--- src/rtl/core/bitmap_block_allocator_core_defines.svh ---
// assertion macros for the bitmap block allocator
`ifndef BITMAP_BLOCK_ALLOCATOR_CORE_DEFINES_SVH
`define BITMAP_BLOCK_ALLOCATOR_CORE_DEFINES_SVH

// property that must hold at every edge out of reset
`define BBA_ASSERT(lbl, prop, msg) \
  lbl: assert property (@(posedge clk_i) disable iff (!rst_ni) (prop)) else $error(msg);

// same-cycle implication
`define BBA_ASSERT_IMP(lbl, ante, cons, msg) \
  lbl: assert property (@(posedge clk_i) disable iff (!rst_ni) (ante) |-> (cons)) \
    else $error(msg);

// next-cycle implication
`define BBA_ASSERT_NXT(lbl, ante, cons, msg) \
  lbl: assert property (@(posedge clk_i) disable iff (!rst_ni) (ante) |=> (cons)) \
    else $error(msg);

`endif

--- src/rtl/core/bba_pkg.sv ---
// shared types, codes and helpers of the bitmap block allocator
package bba_pkg;

  localparam int unsigned OP_W    = 3;
  localparam int unsigned MAP_W   = 2;
  localparam int unsigned IDX_W   = 12;
  localparam int unsigned ST_W    = 3;
  localparam int unsigned COUNT_W = 13;
  localparam int unsigned WORD_W  = 32;
  localparam int unsigned BIT_W   = 5;

  // opcodes
  localparam logic [OP_W-1:0] OP_READ    = 3'd0;
  localparam logic [OP_W-1:0] OP_SET     = 3'd1;
  localparam logic [OP_W-1:0] OP_CLEAR   = 3'd2;
  localparam logic [OP_W-1:0] OP_ALLOC   = 3'd3;
  localparam logic [OP_W-1:0] OP_RELEASE = 3'd4;

  // map selects
  localparam logic [MAP_W-1:0] MAP_FOLDER = 2'd0;
  localparam logic [MAP_W-1:0] MAP_FILE   = 2'd1;
  localparam logic [MAP_W-1:0] MAP_BLOCK  = 2'd2;
  localparam logic [MAP_W-1:0] MAP_NONE   = 2'd3;

  // status codes
  localparam logic [ST_W-1:0] ST_OK    = 3'd0;
  localparam logic [ST_W-1:0] ST_RANGE = 3'd1;
  localparam logic [ST_W-1:0] ST_FULL  = 3'd2;
  localparam logic [ST_W-1:0] ST_LIMIT = 3'd3;
  localparam logic [ST_W-1:0] ST_MAP   = 3'd4;

  typedef struct packed {
    logic [ST_W-1:0]    status;
    logic               bit_value;
    logic [IDX_W-1:0]   granted_index;
    logic [COUNT_W-1:0] used_count;
  } rsp_t;

  // returns {found, position of lowest clear bit}
  function automatic logic [BIT_W:0] lowest_zero(input logic [WORD_W-1:0] w);
    logic [BIT_W:0] r;
    r = '0;
    for (int i = WORD_W - 1; i >= 0; i--) begin
      if (!w[i]) r = {1'b1, BIT_W'(i)};
    end
    return r;
  endfunction

endpackage

--- src/rtl/core/bba_req_if.sv ---
// request channel: opcode, map select and bit index
interface bba_req_if;
  logic                       valid;
  logic                       ready;
  logic [bba_pkg::OP_W-1:0]   opcode;
  logic [bba_pkg::MAP_W-1:0]  map_select;
  logic [bba_pkg::IDX_W-1:0]  index;

  modport source (output valid, opcode, map_select, index, input ready);
  modport sink   (input valid, opcode, map_select, index, output ready);
endinterface

--- src/rtl/core/bba_rsp_if.sv ---
// response channel: status, bit read, granted index and used count
interface bba_rsp_if;
  logic                         valid;
  logic                         ready;
  logic [bba_pkg::ST_W-1:0]     status;
  logic                         bit_value;
  logic [bba_pkg::IDX_W-1:0]    granted_index;
  logic [bba_pkg::COUNT_W-1:0]  used_count;

  modport source (output valid, status, bit_value, granted_index, used_count, input ready);
  modport sink   (input valid, status, bit_value, granted_index, used_count, output ready);
endinterface

--- src/rtl/core/bitmap_block_allocator_core.sv ---
// bitmap block allocator: three bitmaps in one word memory plus used counters
//
// channel | dir | word contents                               | handshake
// --------+-----+---------------------------------------------+-------------
// req_i   | in  | opcode, map_select, index                   | valid/ready
// rsp_o   | out | status, bit_value, granted_index, used_count | valid/ready
//
// one request in flight; ready is high in idle even while a response waits
// bad map, release, unused opcodes, range errors: answered without a memory access
// read, set, clear: one memory read, then the response with write-back (set, clear)
// allocate: scans one word per cycle, stopping at the word with the lowest free bit
// after reset a clearing pass zeroes every folder, file and block word of the memory
// a stalled response holds the engine before its write-back; nothing is lost
`include "bitmap_block_allocator_core_defines.svh"

module bitmap_block_allocator_core #(
  parameter int unsigned FOLDER_ENTRIES = 32,
  parameter int unsigned FILE_ENTRIES   = 256,
  parameter int unsigned DATA_BLOCKS    = 1024
) (
  input  logic      clk_i,
  input  logic      rst_ni,
  bba_req_if.sink   req_i,
  bba_rsp_if.source rsp_o
);
  import bba_pkg::*;

  // memory layout: folder word, then file words, then block words
  localparam int unsigned FILE_WORDS  = (FILE_ENTRIES + WORD_W - 1) / WORD_W;
  localparam int unsigned BLOCK_WORDS = (DATA_BLOCKS + WORD_W - 1) / WORD_W;
  localparam int unsigned TOTAL_WORDS = 1 + FILE_WORDS + BLOCK_WORDS;
  localparam int unsigned AW          = $clog2(TOTAL_WORDS);
  localparam int unsigned FILE_BASE   = 1;
  localparam int unsigned BLOCK_BASE  = 1 + FILE_WORDS;
  localparam int unsigned MAX_WORDS   = (FILE_WORDS > BLOCK_WORDS) ? FILE_WORDS : BLOCK_WORDS;
  localparam int unsigned SW          = $clog2(MAX_WORDS + 1);

  // valid bits of the last word of each map
  localparam int unsigned FILE_REM  = FILE_ENTRIES - WORD_W * (FILE_WORDS - 1);
  localparam int unsigned BLOCK_REM = DATA_BLOCKS - WORD_W * (BLOCK_WORDS - 1);
  localparam logic [WORD_W-1:0] FOLDER_TAIL = {WORD_W{1'b1}} >> (WORD_W - FOLDER_ENTRIES);
  localparam logic [WORD_W-1:0] FILE_TAIL   = {WORD_W{1'b1}} >> (WORD_W - FILE_REM);
  localparam logic [WORD_W-1:0] BLOCK_TAIL  = {WORD_W{1'b1}} >> (WORD_W - BLOCK_REM);

  // counter widths
  localparam int unsigned FOLDER_CW = $clog2(FOLDER_ENTRIES + 1);
  localparam int unsigned FILE_CW   = $clog2(FILE_ENTRIES + 1);
  localparam int unsigned BLOCK_CW  = $clog2(DATA_BLOCKS + 1);

  // engine states
  localparam logic [2:0] S_CLEAR = 3'd0;
  localparam logic [2:0] S_IDLE  = 3'd1;
  localparam logic [2:0] S_EXEC  = 3'd2;
  localparam logic [2:0] S_BIT   = 3'd3;
  localparam logic [2:0] S_ALLOC = 3'd4;

  logic [2:0] state_q, state_d;
  logic [AW-1:0] clr_q, clr_d;

  // captured request
  logic [OP_W-1:0]  op_q;
  logic [MAP_W-1:0] map_q;
  logic [IDX_W-1:0] idx_q;

  // allocate scan: next word to read, and which word sits in the read register
  logic [SW-1:0] scan_q, scan_d;
  logic [SW-1:0] chk_idx_q, chk_idx_d;
  logic          chk_vld_q, chk_vld_d;

  // used counters
  logic [FOLDER_CW-1:0] folder_cnt_q, folder_cnt_d;
  logic [FILE_CW-1:0]   file_cnt_q, file_cnt_d;
  logic [BLOCK_CW-1:0]  block_cnt_q, block_cnt_d;

  // response register
  logic out_vld_q, out_vld_d;
  rsp_t out_q, out_d;
  logic out_load, out_free;

  // bitmap memory
  logic [WORD_W-1:0] mem [TOTAL_WORDS];
  logic              mem_we, mem_re;
  logic [AW-1:0]     mem_waddr, mem_raddr;
  logic [WORD_W-1:0] mem_wdata, rdata_q;

  // selected map
  logic [AW-1:0]      sel_base;
  logic [SW-1:0]      sel_words;
  logic [WORD_W-1:0]  sel_tail;
  logic [COUNT_W-1:0] sel_size, sel_count;

  // count update
  logic               cnt_we;
  logic [COUNT_W-1:0] cnt_new;

  // scan helpers
  logic              chk_last;
  logic [WORD_W-1:0] chk_masked;
  logic [BIT_W:0]    zero_hit;
  logic [BIT_W-1:0]  bit_pos;

  always_comb begin
    sel_base  = '0;
    sel_words = '0;
    sel_tail  = '0;
    sel_size  = '0;
    sel_count = '0;
    case (map_q)
      MAP_FOLDER: begin
        sel_base  = '0;
        sel_words = SW'(1);
        sel_tail  = FOLDER_TAIL;
        sel_size  = COUNT_W'(FOLDER_ENTRIES);
        sel_count = COUNT_W'(folder_cnt_q);
      end
      MAP_FILE: begin
        sel_base  = AW'(FILE_BASE);
        sel_words = SW'(FILE_WORDS);
        sel_tail  = FILE_TAIL;
        sel_size  = COUNT_W'(FILE_ENTRIES);
        sel_count = COUNT_W'(file_cnt_q);
      end
      MAP_BLOCK: begin
        sel_base  = AW'(BLOCK_BASE);
        sel_words = SW'(BLOCK_WORDS);
        sel_tail  = BLOCK_TAIL;
        sel_size  = COUNT_W'(DATA_BLOCKS);
        sel_count = COUNT_W'(block_cnt_q);
      end
      default: ;
    endcase
  end

  // bits past the end of the map read as taken
  assign chk_last   = (chk_idx_q == sel_words - SW'(1));
  assign chk_masked = rdata_q | ~(chk_last ? sel_tail : {WORD_W{1'b1}});
  assign zero_hit   = lowest_zero(chk_masked);
  assign bit_pos    = idx_q[BIT_W-1:0];

  assign out_free = !out_vld_q || rsp_o.ready;
  assign req_i.ready = (state_q == S_IDLE);

  always_comb begin
    state_d   = state_q;
    clr_d     = clr_q;
    scan_d    = scan_q;
    chk_idx_d = chk_idx_q;
    chk_vld_d = chk_vld_q;
    mem_we    = 1'b0;
    mem_waddr = '0;
    mem_wdata = '0;
    mem_re    = 1'b0;
    mem_raddr = '0;
    out_load  = 1'b0;
    out_d     = '0;
    cnt_we    = 1'b0;
    cnt_new   = sel_count;

    case (state_q)
      S_CLEAR: begin
        mem_we    = 1'b1;
        mem_waddr = clr_q;
        if (clr_q == AW'(TOTAL_WORDS - 1)) begin
          state_d = S_IDLE;
        end else begin
          clr_d = clr_q + AW'(1);
        end
      end

      S_IDLE: begin
        if (req_i.valid) state_d = S_EXEC;
      end

      S_EXEC: begin
        out_d.used_count = sel_count;
        if (map_q == MAP_NONE) begin
          out_d.status     = ST_MAP;
          out_d.used_count = '0;
          out_load         = out_free;
        end else begin
          case (op_q)
            OP_READ, OP_SET, OP_CLEAR: begin
              if ({1'b0, idx_q} >= sel_size) begin
                out_d.status = ST_RANGE;
                out_load     = out_free;
              end else begin
                mem_re    = 1'b1;
                mem_raddr = sel_base + AW'(idx_q >> BIT_W);
                state_d   = S_BIT;
              end
            end
            OP_ALLOC: begin
              scan_d    = '0;
              chk_vld_d = 1'b0;
              state_d   = S_ALLOC;
            end
            OP_RELEASE: begin
              if (sel_count == '0) begin
                out_d.status = ST_LIMIT;
              end else begin
                cnt_new          = sel_count - COUNT_W'(1);
                out_d.used_count = cnt_new;
                cnt_we           = out_free;
              end
              out_load = out_free;
            end
            default: out_load = out_free;
          endcase
        end
        if (out_load) state_d = S_IDLE;
      end

      S_BIT: begin
        out_d.used_count = sel_count;
        out_d.bit_value  = (op_q == OP_READ) ? rdata_q[bit_pos] : 1'b0;
        if (out_free) begin
          out_load  = 1'b1;
          mem_we    = (op_q != OP_READ);
          mem_waddr = sel_base + AW'(idx_q >> BIT_W);
          mem_wdata = rdata_q;
          mem_wdata[bit_pos] = (op_q == OP_SET);
          state_d   = S_IDLE;
        end
      end

      S_ALLOC: begin
        out_d.used_count = sel_count;
        if (chk_vld_q && (zero_hit[BIT_W] || chk_last)) begin
          if (zero_hit[BIT_W]) begin
            out_d.granted_index = IDX_W'({chk_idx_q, zero_hit[BIT_W-1:0]});
            if (sel_count >= sel_size) begin
              out_d.status = ST_LIMIT;
            end else begin
              cnt_new          = sel_count + COUNT_W'(1);
              out_d.used_count = cnt_new;
              cnt_we           = out_free;
            end
            mem_we    = out_free;
            mem_waddr = sel_base + AW'(chk_idx_q);
            mem_wdata = rdata_q;
            mem_wdata[zero_hit[BIT_W-1:0]] = 1'b1;
          end else begin
            out_d.status = ST_FULL;
          end
          if (out_free) begin
            out_load = 1'b1;
            state_d  = S_IDLE;
          end
        end else if (scan_q < sel_words) begin
          // stream the next word while the current one is checked
          mem_re    = 1'b1;
          mem_raddr = sel_base + AW'(scan_q);
          chk_vld_d = 1'b1;
          chk_idx_d = scan_q;
          scan_d    = scan_q + SW'(1);
        end
      end

      default: state_d = S_IDLE;
    endcase
  end

  // counter write-back into the selected map
  always_comb begin
    folder_cnt_d = folder_cnt_q;
    file_cnt_d   = file_cnt_q;
    block_cnt_d  = block_cnt_q;
    if (cnt_we) begin
      case (map_q)
        MAP_FOLDER: folder_cnt_d = FOLDER_CW'(cnt_new);
        MAP_FILE:   file_cnt_d   = FILE_CW'(cnt_new);
        MAP_BLOCK:  block_cnt_d  = BLOCK_CW'(cnt_new);
        default: ;
      endcase
    end
  end

  always_comb begin
    out_vld_d = out_vld_q;
    if (out_load)         out_vld_d = 1'b1;
    else if (rsp_o.ready) out_vld_d = 1'b0;
  end

  always_ff @(posedge clk_i or negedge rst_ni) begin
    if (!rst_ni) begin
      state_q      <= S_CLEAR;
      clr_q        <= '0;
      scan_q       <= '0;
      chk_idx_q    <= '0;
      chk_vld_q    <= 1'b0;
      folder_cnt_q <= '0;
      file_cnt_q   <= '0;
      block_cnt_q  <= '0;
      out_vld_q    <= 1'b0;
    end else begin
      state_q      <= state_d;
      clr_q        <= clr_d;
      scan_q       <= scan_d;
      chk_idx_q    <= chk_idx_d;
      chk_vld_q    <= chk_vld_d;
      folder_cnt_q <= folder_cnt_d;
      file_cnt_q   <= file_cnt_d;
      block_cnt_q  <= block_cnt_d;
      out_vld_q    <= out_vld_d;
    end
  end

  // request capture and response payload
  always_ff @(posedge clk_i) begin
    if (req_i.valid && req_i.ready) begin
      op_q  <= req_i.opcode;
      map_q <= req_i.map_select;
      idx_q <= req_i.index;
    end
    if (out_load) out_q <= out_d;
  end

  // single-port-style word memory, registered read; write-back lands before any re-read
  always_ff @(posedge clk_i) begin
    if (mem_we) mem[mem_waddr] <= mem_wdata;
    if (mem_re) rdata_q <= mem[mem_raddr];
  end

  assign rsp_o.valid         = out_vld_q;
  assign rsp_o.status        = out_q.status;
  assign rsp_o.bit_value     = out_q.bit_value;
  assign rsp_o.granted_index = out_q.granted_index;
  assign rsp_o.used_count    = out_q.used_count;

  // checks
  `BBA_ASSERT_IMP(a_load_free, out_load, out_free, "response loaded over a pending word")
  `BBA_ASSERT_IMP(a_count_bound, out_load, out_d.used_count <= sel_size, "used count beyond map size")
  `BBA_ASSERT_NXT(a_count_hold, !cnt_we, $stable({folder_cnt_q, file_cnt_q, block_cnt_q}), "counter moved without update")
  `BBA_ASSERT_IMP(a_wb_with_rsp, mem_we && (state_q != S_CLEAR), out_load, "write-back without response")
  `BBA_ASSERT_IMP(a_scan_bound, state_q == S_ALLOC, scan_q <= sel_words, "scan ran past the map")

endmodule
--- src/flat_wrapper.sv ---
// flat-port wrapper written by rule: the top's interface ports become plain ports
module bitmap_block_allocator_core_flat import bba_pkg::*;
#(
  parameter int unsigned FOLDER_ENTRIES = 32,
  parameter int unsigned FILE_ENTRIES   = 256,
  parameter int unsigned DATA_BLOCKS    = 1024
)
  (clk_i, rst_ni, req_i_valid, req_i_opcode, req_i_map_select, req_i_index, req_i_ready, rsp_o_valid, rsp_o_status, rsp_o_bit_value, rsp_o_granted_index, rsp_o_used_count, rsp_o_ready);
  bba_req_if req_i_i ();
  bba_rsp_if rsp_o_i ();
  input  logic clk_i;
  input  logic rst_ni;
  input wire logic [$bits(req_i_i.valid)-1:0] req_i_valid;
  input wire logic [$bits(req_i_i.opcode)-1:0] req_i_opcode;
  input wire logic [$bits(req_i_i.map_select)-1:0] req_i_map_select;
  input wire logic [$bits(req_i_i.index)-1:0] req_i_index;
  output wire logic [$bits(req_i_i.ready)-1:0] req_i_ready;
  output wire logic [$bits(rsp_o_i.valid)-1:0] rsp_o_valid;
  output wire logic [$bits(rsp_o_i.status)-1:0] rsp_o_status;
  output wire logic [$bits(rsp_o_i.bit_value)-1:0] rsp_o_bit_value;
  output wire logic [$bits(rsp_o_i.granted_index)-1:0] rsp_o_granted_index;
  output wire logic [$bits(rsp_o_i.used_count)-1:0] rsp_o_used_count;
  input wire logic [$bits(rsp_o_i.ready)-1:0] rsp_o_ready;
  assign req_i_i.valid = req_i_valid;
  assign req_i_i.opcode = req_i_opcode;
  assign req_i_i.map_select = req_i_map_select;
  assign req_i_i.index = req_i_index;
  assign req_i_ready = req_i_i.ready;
  assign rsp_o_valid = rsp_o_i.valid;
  assign rsp_o_status = rsp_o_i.status;
  assign rsp_o_bit_value = rsp_o_i.bit_value;
  assign rsp_o_granted_index = rsp_o_i.granted_index;
  assign rsp_o_used_count = rsp_o_i.used_count;
  assign rsp_o_i.ready = rsp_o_ready;
  bitmap_block_allocator_core #(.FOLDER_ENTRIES(FOLDER_ENTRIES), .FILE_ENTRIES(FILE_ENTRIES), .DATA_BLOCKS(DATA_BLOCKS)) u_core (.clk_i(clk_i), .rst_ni(rst_ni), .req_i(req_i_i), .rsp_o(rsp_o_i));
endmodule
--- config.mk ---
export PLATFORM = sky130hd
export DESIGN_NAME = bitmap_block_allocator_core_flat
export DESIGN_NICKNAME = d
export VERILOG_FILES = /design/src/rtl/core/bba_pkg.sv /design/src/rtl/core/bba_req_if.sv /design/src/rtl/core/bba_rsp_if.sv /design/src/rtl/core/bitmap_block_allocator_core.sv /design/src/flat_wrapper.sv
export VERILOG_INCLUDE_DIRS = /design/src /design/src/rtl/core
export SDC_FILE = /design/constraint.sdc
export NUM_CORES = 2
export LEC_CHECK = 0
export BUFFER_PORTS_ARGS = -buffer_cell sky130_fd_sc_hd__buf_2
export CAP_MARGIN = 40
export CORE_ASPECT_RATIO = 0.75
export CORE_MARGIN = 2
export CORE_UTILIZATION = 30
export DETAILED_ROUTE_END_ITERATION = 6
export GPL_TIMING_DRIVEN = 0
export SLEW_MARGIN = 40
export SYNTH_ARGS = -nofsm -noshare
export SYNTH_HDL_FRONTEND = slang
export SYNTH_SLANG_ARGS = --single-unit
--- constraint.sdc ---
create_clock -name clk_i -period 5.6 [get_ports clk_i]
set_clock_uncertainty 0.05 [all_clocks]
set_input_delay 0.56 -clock clk_i [delete_from_list [all_inputs] [get_ports clk_i]]
set_output_delay 0.56 -clock clk_i [all_outputs]
set_load 0.01 [all_outputs]
### Word level (Yosys, flattened, before mapping)

Memory sizes are Yosys's and may differ from the RTL's. A register that Yosys moved wholly into a read port is not among the register bits.
Index checks and enable logic that the tools add are counted.

| operators by class | value |
|---|---|
| mux-type cells | 125 |
| equal/unequal tests | 23 |
| bitwise operators | 5 |
| order comparisons | 7 |
| reduce and logical (&&, ||, !) cells | 26 |
| $add $sub $neg | 8 |

Operators by type and width:

| kind | count |
|---|---|
| two-way mux 6 bit | 44 |
| two-way mux 32 bit | 5 |
| case mux 11 bit (3 select lines) | 2 |
| two-way mux 13 bit | 5 |
| bitwise OR 32 bit | 2 |
| case mux 32 bit (2 select lines) | 1 |
| case mux 13 bit (3 select lines) | 1 |
| case mux 6 bit (3 select lines) | 2 |
| two-way mux 11 bit | 3 |
| bitwise mux 32 bit | 1 |
| inverter 32 bit | 1 |
| two-way mux 1 bit | 31 |
| two-way mux 3 bit | 9 |
| case mux 6 bit (2 select lines) | 2 |
| case mux 11 bit (2 select lines) | 1 |
| case mux 3 bit (2 select lines) | 3 |
| case mux 3 bit (5 select lines) | 1 |
| logical NOT 13 bit | 1 |
| adder 11 x 1 -> 12 bit (second input constant) | 1 |
| adder 4 x 6 -> 6 bit | 2 |
| adder 6 x 1 -> 6 bit (second input constant) | 2 |
| equality test 3 x 2 -> 1 bit (second input constant) | 4 |
| >= comparator 12 x 11 -> 1 bit | 1 |
| less-than comparator 5 x 6 -> 1 bit (second input constant) | 2 |
| 37 further kinds | 67 |

| storage, ports and cells | value |
|---|---|
| bits in registers | 95 |
| memories kept | 1 |
| output and inout bits | 31 |
| word-level logic and storage cells | 212 |
| input port bits | 21 |
| RAM bits | 1312 |

Memories:

| memory | words | bits a word | read ports | clocked after memory_dff | wr ports | line | source |
|---|---|---|---|---|---|---|---|
| u_core.mem | 41 | 32 | 1 | 1 | 1 | bitmap_block_allocator_core.sv:81 | `logic [WORD_W-1:0] mem [TOTAL_WORDS];` |

### Longest topological paths before layout

| depth | value |
|---|---|
| word-level depth | 47 |
| depth in mapped cells | 18 |
| depth with buffers taken out | 14 |

### Worst setup path before layout

OpenSTA, ideal clock, no wires.

| timing path | value |
|---|---|
| path kind | reg2reg |
| start point | reg u_core.map_q[0] |
| end point | mem u_core.mem[39][0] (enable) |
| stages on the path, launching flop included | 13 |
| path buffers | 1 |
| setup slack | 0.990 ns |
| required time | 5.129 ns |
| library setup time | 0.421 ns |
| data arrival time | 4.139 ns |
| clock period less this slack | 4.610 ns |
| cell sequence | edfxtp_1 -> inv_1 -> ha_1 -> clkbuf_1 -> nor3b_1 -> o21ai_0 -> a211o_1 -> nand3_1 -> nor2_1 -> nand2_1 -> and2_1 -> or3_1 -> nor2_1 |

| on the way | value |
|---|---|
| longest elaborated chain between the ends | 45 |
| elaborated cells between the ends (all ways) | 57 |
| classes of those cells | add/sub: 3; eq/ne: 3; mux: 45; bitwise: 2; reduce/logical: 4 |

Ends and longest elaborated chain:

| what | line | source |
|---|---|---|
| start: declaration | bitmap_block_allocator_core.sv:62 | `logic [MAP_W-1:0] map_q;` |
| start signal: assignment | bitmap_block_allocator_core.sv:312 | `map_q <= req_i.map_select;` |
| equality test 2 bit (tied with other cells) | bitmap_block_allocator_core.sv:108 | `case (map_q)` |
| case mux 6 bit (3 select lines) | bitmap_block_allocator_core.sv:108 |  |
| subtractor 6 x 1 -> 6 bit | bitmap_block_allocator_core.sv:135 | `assign chk_last = (chk_idx_q == sel_words - SW'(1));` |
| equality test 6 bit | bitmap_block_allocator_core.sv:135 |  |
| two-way mux 32 bit | bitmap_block_allocator_core.sv:136 | `assign chk_masked = rdata_q \| ~(chk_last ? sel_tail : {WORD_W{1'b1}});` |
| inverter 32 bit | bitmap_block_allocator_core.sv:136 |  |
| bitwise OR 32 bit | bitmap_block_allocator_core.sv:136 |  |
| two-way mux 6 bit (32 in series) | bba_pkg.sv:44 | `if (!w[i]) r = {1'b1, BIT_W'(i)};` |
| logical OR 1 bit | bitmap_block_allocator_core.sv:228 | `if (chk_vld_q && (zero_hit[BIT_W] \|\| chk_last)) begin` |
| logical AND 1 bit | bitmap_block_allocator_core.sv:228 |  |
| two-way mux 1 bit | bitmap_block_allocator_core.sv:228 |  |
| case mux 1 bit (3 select lines) | bitmap_block_allocator_core.sv:159 | `case (state_q)` |
| two-way mux 1 bit | bitmap_block_allocator_core.sv:320 | `if (mem_we) mem[mem_waddr] <= mem_wdata;` |
| two-way mux 1 bit (implied by the code) | bitmap_block_allocator_core.sv:320 |  |
| end: declaration | bitmap_block_allocator_core.sv:81 |  |

Parallel ways exist; a longest one is shown, timed or not.

### Worst setup path after layout

| timing path | value |
|---|---|
| start point | reg u_core.map_q[0] |
| end point | reg u_core.rdata_q[12] (read register of u_core.mem), data pin |

| on the way | value |
|---|---|
| longest elaborated chain between the ends | 43 |
| elaborated cells between the ends (all ways) | 64 |
| classes of those cells | add/sub: 3; order compare: 2; eq/ne: 4; mux: 49; bitwise: 2; reduce/logical: 4 |

Ends and longest elaborated chain:

| what | line | source |
|---|---|---|
| equality test 2 bit (tied with other cells) | bitmap_block_allocator_core.sv:108 |  |
| case mux 6 bit (3 select lines) | bitmap_block_allocator_core.sv:108 |  |
| subtractor 6 x 1 -> 6 bit | bitmap_block_allocator_core.sv:135 |  |
| equality test 6 bit | bitmap_block_allocator_core.sv:135 |  |
| two-way mux 32 bit | bitmap_block_allocator_core.sv:136 |  |
| inverter 32 bit | bitmap_block_allocator_core.sv:136 |  |
| bitwise OR 32 bit | bitmap_block_allocator_core.sv:136 |  |
| two-way mux 6 bit (32 in series) | bba_pkg.sv:44 |  |
| logical OR 1 bit | bitmap_block_allocator_core.sv:228 |  |
| logical AND 1 bit | bitmap_block_allocator_core.sv:228 |  |
| two-way mux 6 bit / two-way mux 1 bit (equally long branches) | bitmap_block_allocator_core.sv:228 |  |
| case mux 6 bit (2 select lines) / case mux 1 bit (2 select lines) (equally long branches) | bitmap_block_allocator_core.sv:159 |  |
| end: declaration | bitmap_block_allocator_core.sv:84 | `logic [WORD_W-1:0] mem_wdata, rdata_q;` |

Parallel ways exist; a longest one is shown, timed or not.
A chain may end at the register's enable or synchronous reset.

==> metrics.md <==
| Metric | Value |
|---|---|
| Leading area contributor after synthesis | edfxtp_1 |
| Port bufs | 50 |
| Critical path origin | u_core.map_q[0] |
| Crit path to | u_core.rdata_q[12] |
| Class of the worst hold path | input port to flop |
| Yosys reg bits | 1438 |
| IO Pins | 52 |
| Netlist cell types | 78 |
| DP Worst Slack | -840 ps |
| CTS Buffer Depth | 4 |
| Reg-to-reg endpoint | u_core.rdata_q[12] |
| First-pass GRT wire length | 325000 um |
| VDD IR-drop max | 0.266 mV |
| Slew HR | 38.6% |
| Number of fill cells | 18600 |
| Share of cells above drive strength 1 | 16.8% |
| Grt ovf | 0 |
| Core ar. | 197000 sq um |
| Antenna violations before repair | 20 |
| Post-layout util | 36.7% |
| All-layer global routing usage | 22.9% |
| Failing checks | setup timing |
| Die Wd | 518 um |
| R2r startpoint | u_core.map_q[0] |
| Fin. Hold Viols | 0 |
| Power Density | 356 nW/um^2 |
| Required time of the critical path | 6060 ps |
| Post-synth EDFFs | 1389 |
| Num rows | 141 |
| TritonCTS buffer count | 141 |
| RSZ-0062 raised after global routing | yes |
| Hold Slack | 97.7 ps |
| CP Class | flop to flop |
| Die area | 202000 sq um |
| Post-Layout Cell Count | 7699 |
| Hpwl dp | 171000 um |
| Crit-path max FO | 10 |
| Sequential fraction of the synthesis area | 72.2% |
| DR WL/cell | 31.1 um |
| Type of origin of the critical path | flop |
| H-tree depth | 4 |
| Residual DRC | 0 |
| Routed vias/inst | 5.77 |
| Critical Path AT | 6210 ps |
| GP Congestion | 0.993 |
| Final Setup Violations | 2 |
| Die height | 390 um |
| Reg2reg path depth | 15 |
| Starting density of the core | 30.2% |
| Root buf cell | clkbuf_16 |
| Status | finished, violations left |
| Tmin final | 5750 ps |
| 1st-pass router iterations | 6 |
| Initial DRC count | 8135 |
| Nets@finish | 4996 |
| Worst skew pair latency | 780 ps |
| Final worst path period share | 103% |
| Post-synth top flop | edfxtp_1 |
| Crit path capture type | flop |
| DP Cell Count | 7395 |
| Via count of the routed design | 44500 |
| Static Leak | 25.2 nW |
| Mapped Avg Cell Area | 13.2 sq um |
| Setup ws final | -147 ps |
| Ys Warns | 0 |
| Synth area leaders | edfxtp_1, nand2_1, nand3_1, dfrtp_1, a21oi_1 |
| DRT Wirelength | 240000 um |
| Largest net degree at the start of global routing | 50 |
| Yosys top cell area share | 70.1% |
| CTS tree | yes |
| Worst slew pin tran | 920 ps |
| MaxCap Viol Count | 0 |
| Mapped Area | 59500 sq um |
| Area growth syn-to-layout | 21.5% |
| Pins Over Slew Limit | 0 |
| Clock Sinks | 1438 |
| R2R Setup Slk | -150 ps |
| Vias in the first global route | 40100 |
| Clock-pin slew of the registers on the worst-case setup and hold paths | 60 ps |
| Ys async rst share | 3.41% |
| Power Total | 25.7 mW |
| HP Start | req_i_valid |
| Post-DRT Antenna Nets | 0 |
| Synth Instances | 4510 |
| Max Clk Rate | 174 MHz |
worst min-delay path by stage:
stage | slack (ps) | end | cells past startpoint
after floorplan | 210 | u_core.block_cnt_q[0] | 0
final | 100 | u_core.state_q[1] | 3
after global routing | 80 | u_core.state_q[1] | 3
after CTS | 60 | u_core.state_q[1] | 3
after detailed placement | 420 | u_core.folder_cnt_q[1] | 2
after global placement | 410 | u_core.folder_cnt_q[5] | 2
synthesized netlist by cell type (8+ instances only):
master	n
nor4_1	11
a221o_1	12
edfxtp_1	1389
a22o_1	17
o21a_1	12
mux4_2	8
a21boi_0	8
a221oi_1	25
inv_1	27
nor3_1	22
or2_2	15
nand4_1	78
and2_1	8
o221ai_1	25
xor2_1	11
a32oi_1	44
o211ai_1	17
mux2i_1	98
a211oi_1	70
a22oi_1	41
or3_1	15
nor2_1	108
buf_2	95
ha_1	28
xnor2_1	23
buf_1	19
a21o_1	14
a311oi_1	11
nand3_1	325
a31oi_1	111
a211o_1	12
dfrtp_1	49
clkbuf_1	148
a21oi_1	211
and3_1	94
buf_6	10
o21ai_0	106
nand2_1	1059
buf_4	16
repair_timing:
| action | in CTS | in global routing |
|---|---|---|
| buffers inserted | 0 | 32 |
| endpoints found under the setup margin | 183 | 323 |
| cloned | 0 | 0 |
| hold buffers | 18 | 0 |
| endpoints found under the hold margin | 66 | 0 |
| gates resized for setup | 92 | 82 |
| pin swaps | 0 | 16 |
stage by stage:
| stage | setup TNS, ps | cell area (sq um) |
|---|---|---|
| 2_1_floorplan | 0 | 59500 |
| 3_3_place_gp | -4478530 | 63000 |
| 3_5_place_dp | -22890 | 67000 |
| 4_1_cts | -159 | 71700 |
| 5_1_grt | -242 | 72300 |
| 6_report | -279 | 72300 |
routing by layer:
| metal | vias up | wire length [um] | GRT usage, % |
|---|---|---|---|
| li1 | 18000 | - | - |
| met2 | 3617 | 95800 | 31.4 |
| met4 | 24 | 9050 | 7.30 |
| met5 | - | 709 | 1.42 |
| met1 | 22300 | 93500 | 31.8 |
| met3 | 562 | 40800 | 10.2 |
sequential cells by signal, indices dropped and copies added (netlist names), 3 cells and up:
register,flops
u_core.clr_q,6
u_core.state_q,3
u_core.block_cnt_q,11
u_core.mem,1312
u_core.rsp_o.used_count,13
u_core.idx_q,12
u_core.folder_cnt_q,6
u_core.rsp_o.status,3
u_core.rdata_q,32
u_core.file_cnt_q,9
u_core.scan_q,6
u_core.op_q,3
u_core.chk_idx_q,6
u_core.rsp_o.granted_index,11
critical path, stage by stage (launching register included):
cell and delay (ps):
edfxtp_1 480, inv_1 140, ha_1 250, clkbuf_2 240, nor3b_1 220, o21ai_0 180
a21oi_1 490, nor3_4 150, a21oi_4 450, clkbuf_1 370, clkbuf_2 540, buf_2 520
a22oi_1 230, a32oi_1 600, nand3_1 260, a31o_1 310
final cells by class:
class	instances	area, sq um	share of cell area (%)
antenna	7	17.5	0.0242
buffer	287	1520	2.10
clock buffer	181	3760	5.21
clock inverter	62	394	0.545
inverter	27	101	0.140
multi-input combinational	2758	16400	22.7
sequential	1438	42900	59.4
tap	2645	3310	4.58
timing repair buffer	294	3810	5.28
logic make-up after synthesis:
logic type                 synth area share, %
AOI/OAI and AO/OA                         9.11
xor gates and xnor gates                 0.501
adders and majority gates                0.589
buffers and inverters                     2.41
DFF                                       72.2
muxes                                     1.99
other                                  0.00630
and+or+nand+nor                           13.2
power breakdown:
part | internal, mW | leakage [nW] | switching, mW | total, mW
sequential | 12.7 | 14.0 | 0.118 | 12.9
combinational | 1.04 | 9.11 | 2.78 | 3.82
clock | 4.93 | 2.03 | 4.14 | 9.07
total | 18.7 | 25.2 | 7.03 | 25.7
placed cells by master, fill, tap and decap left out, types with 26 or more instances in the layout:
cell type and n:
a211oi_1 68, a21oi_1 205, a22oi_1 39, a31oi_1 94, a32oi_1 42, and3_1 94
buf_16 53, buf_2 155, buf_4 79, buf_8 78, clkbuf_1 108, clkbuf_16 145
clkbuf_2 74, clkinv_1 33, dfrtp_1 49, edfxtp_1 1389, ha_1 28, inv_1 26
mux2i_1 98, nand2_1 1056, nand3_1 320, nand4_1 78, nor2_1 61, nor2_4 44
o21ai_0 103
(Power assumes the default switching activity.)
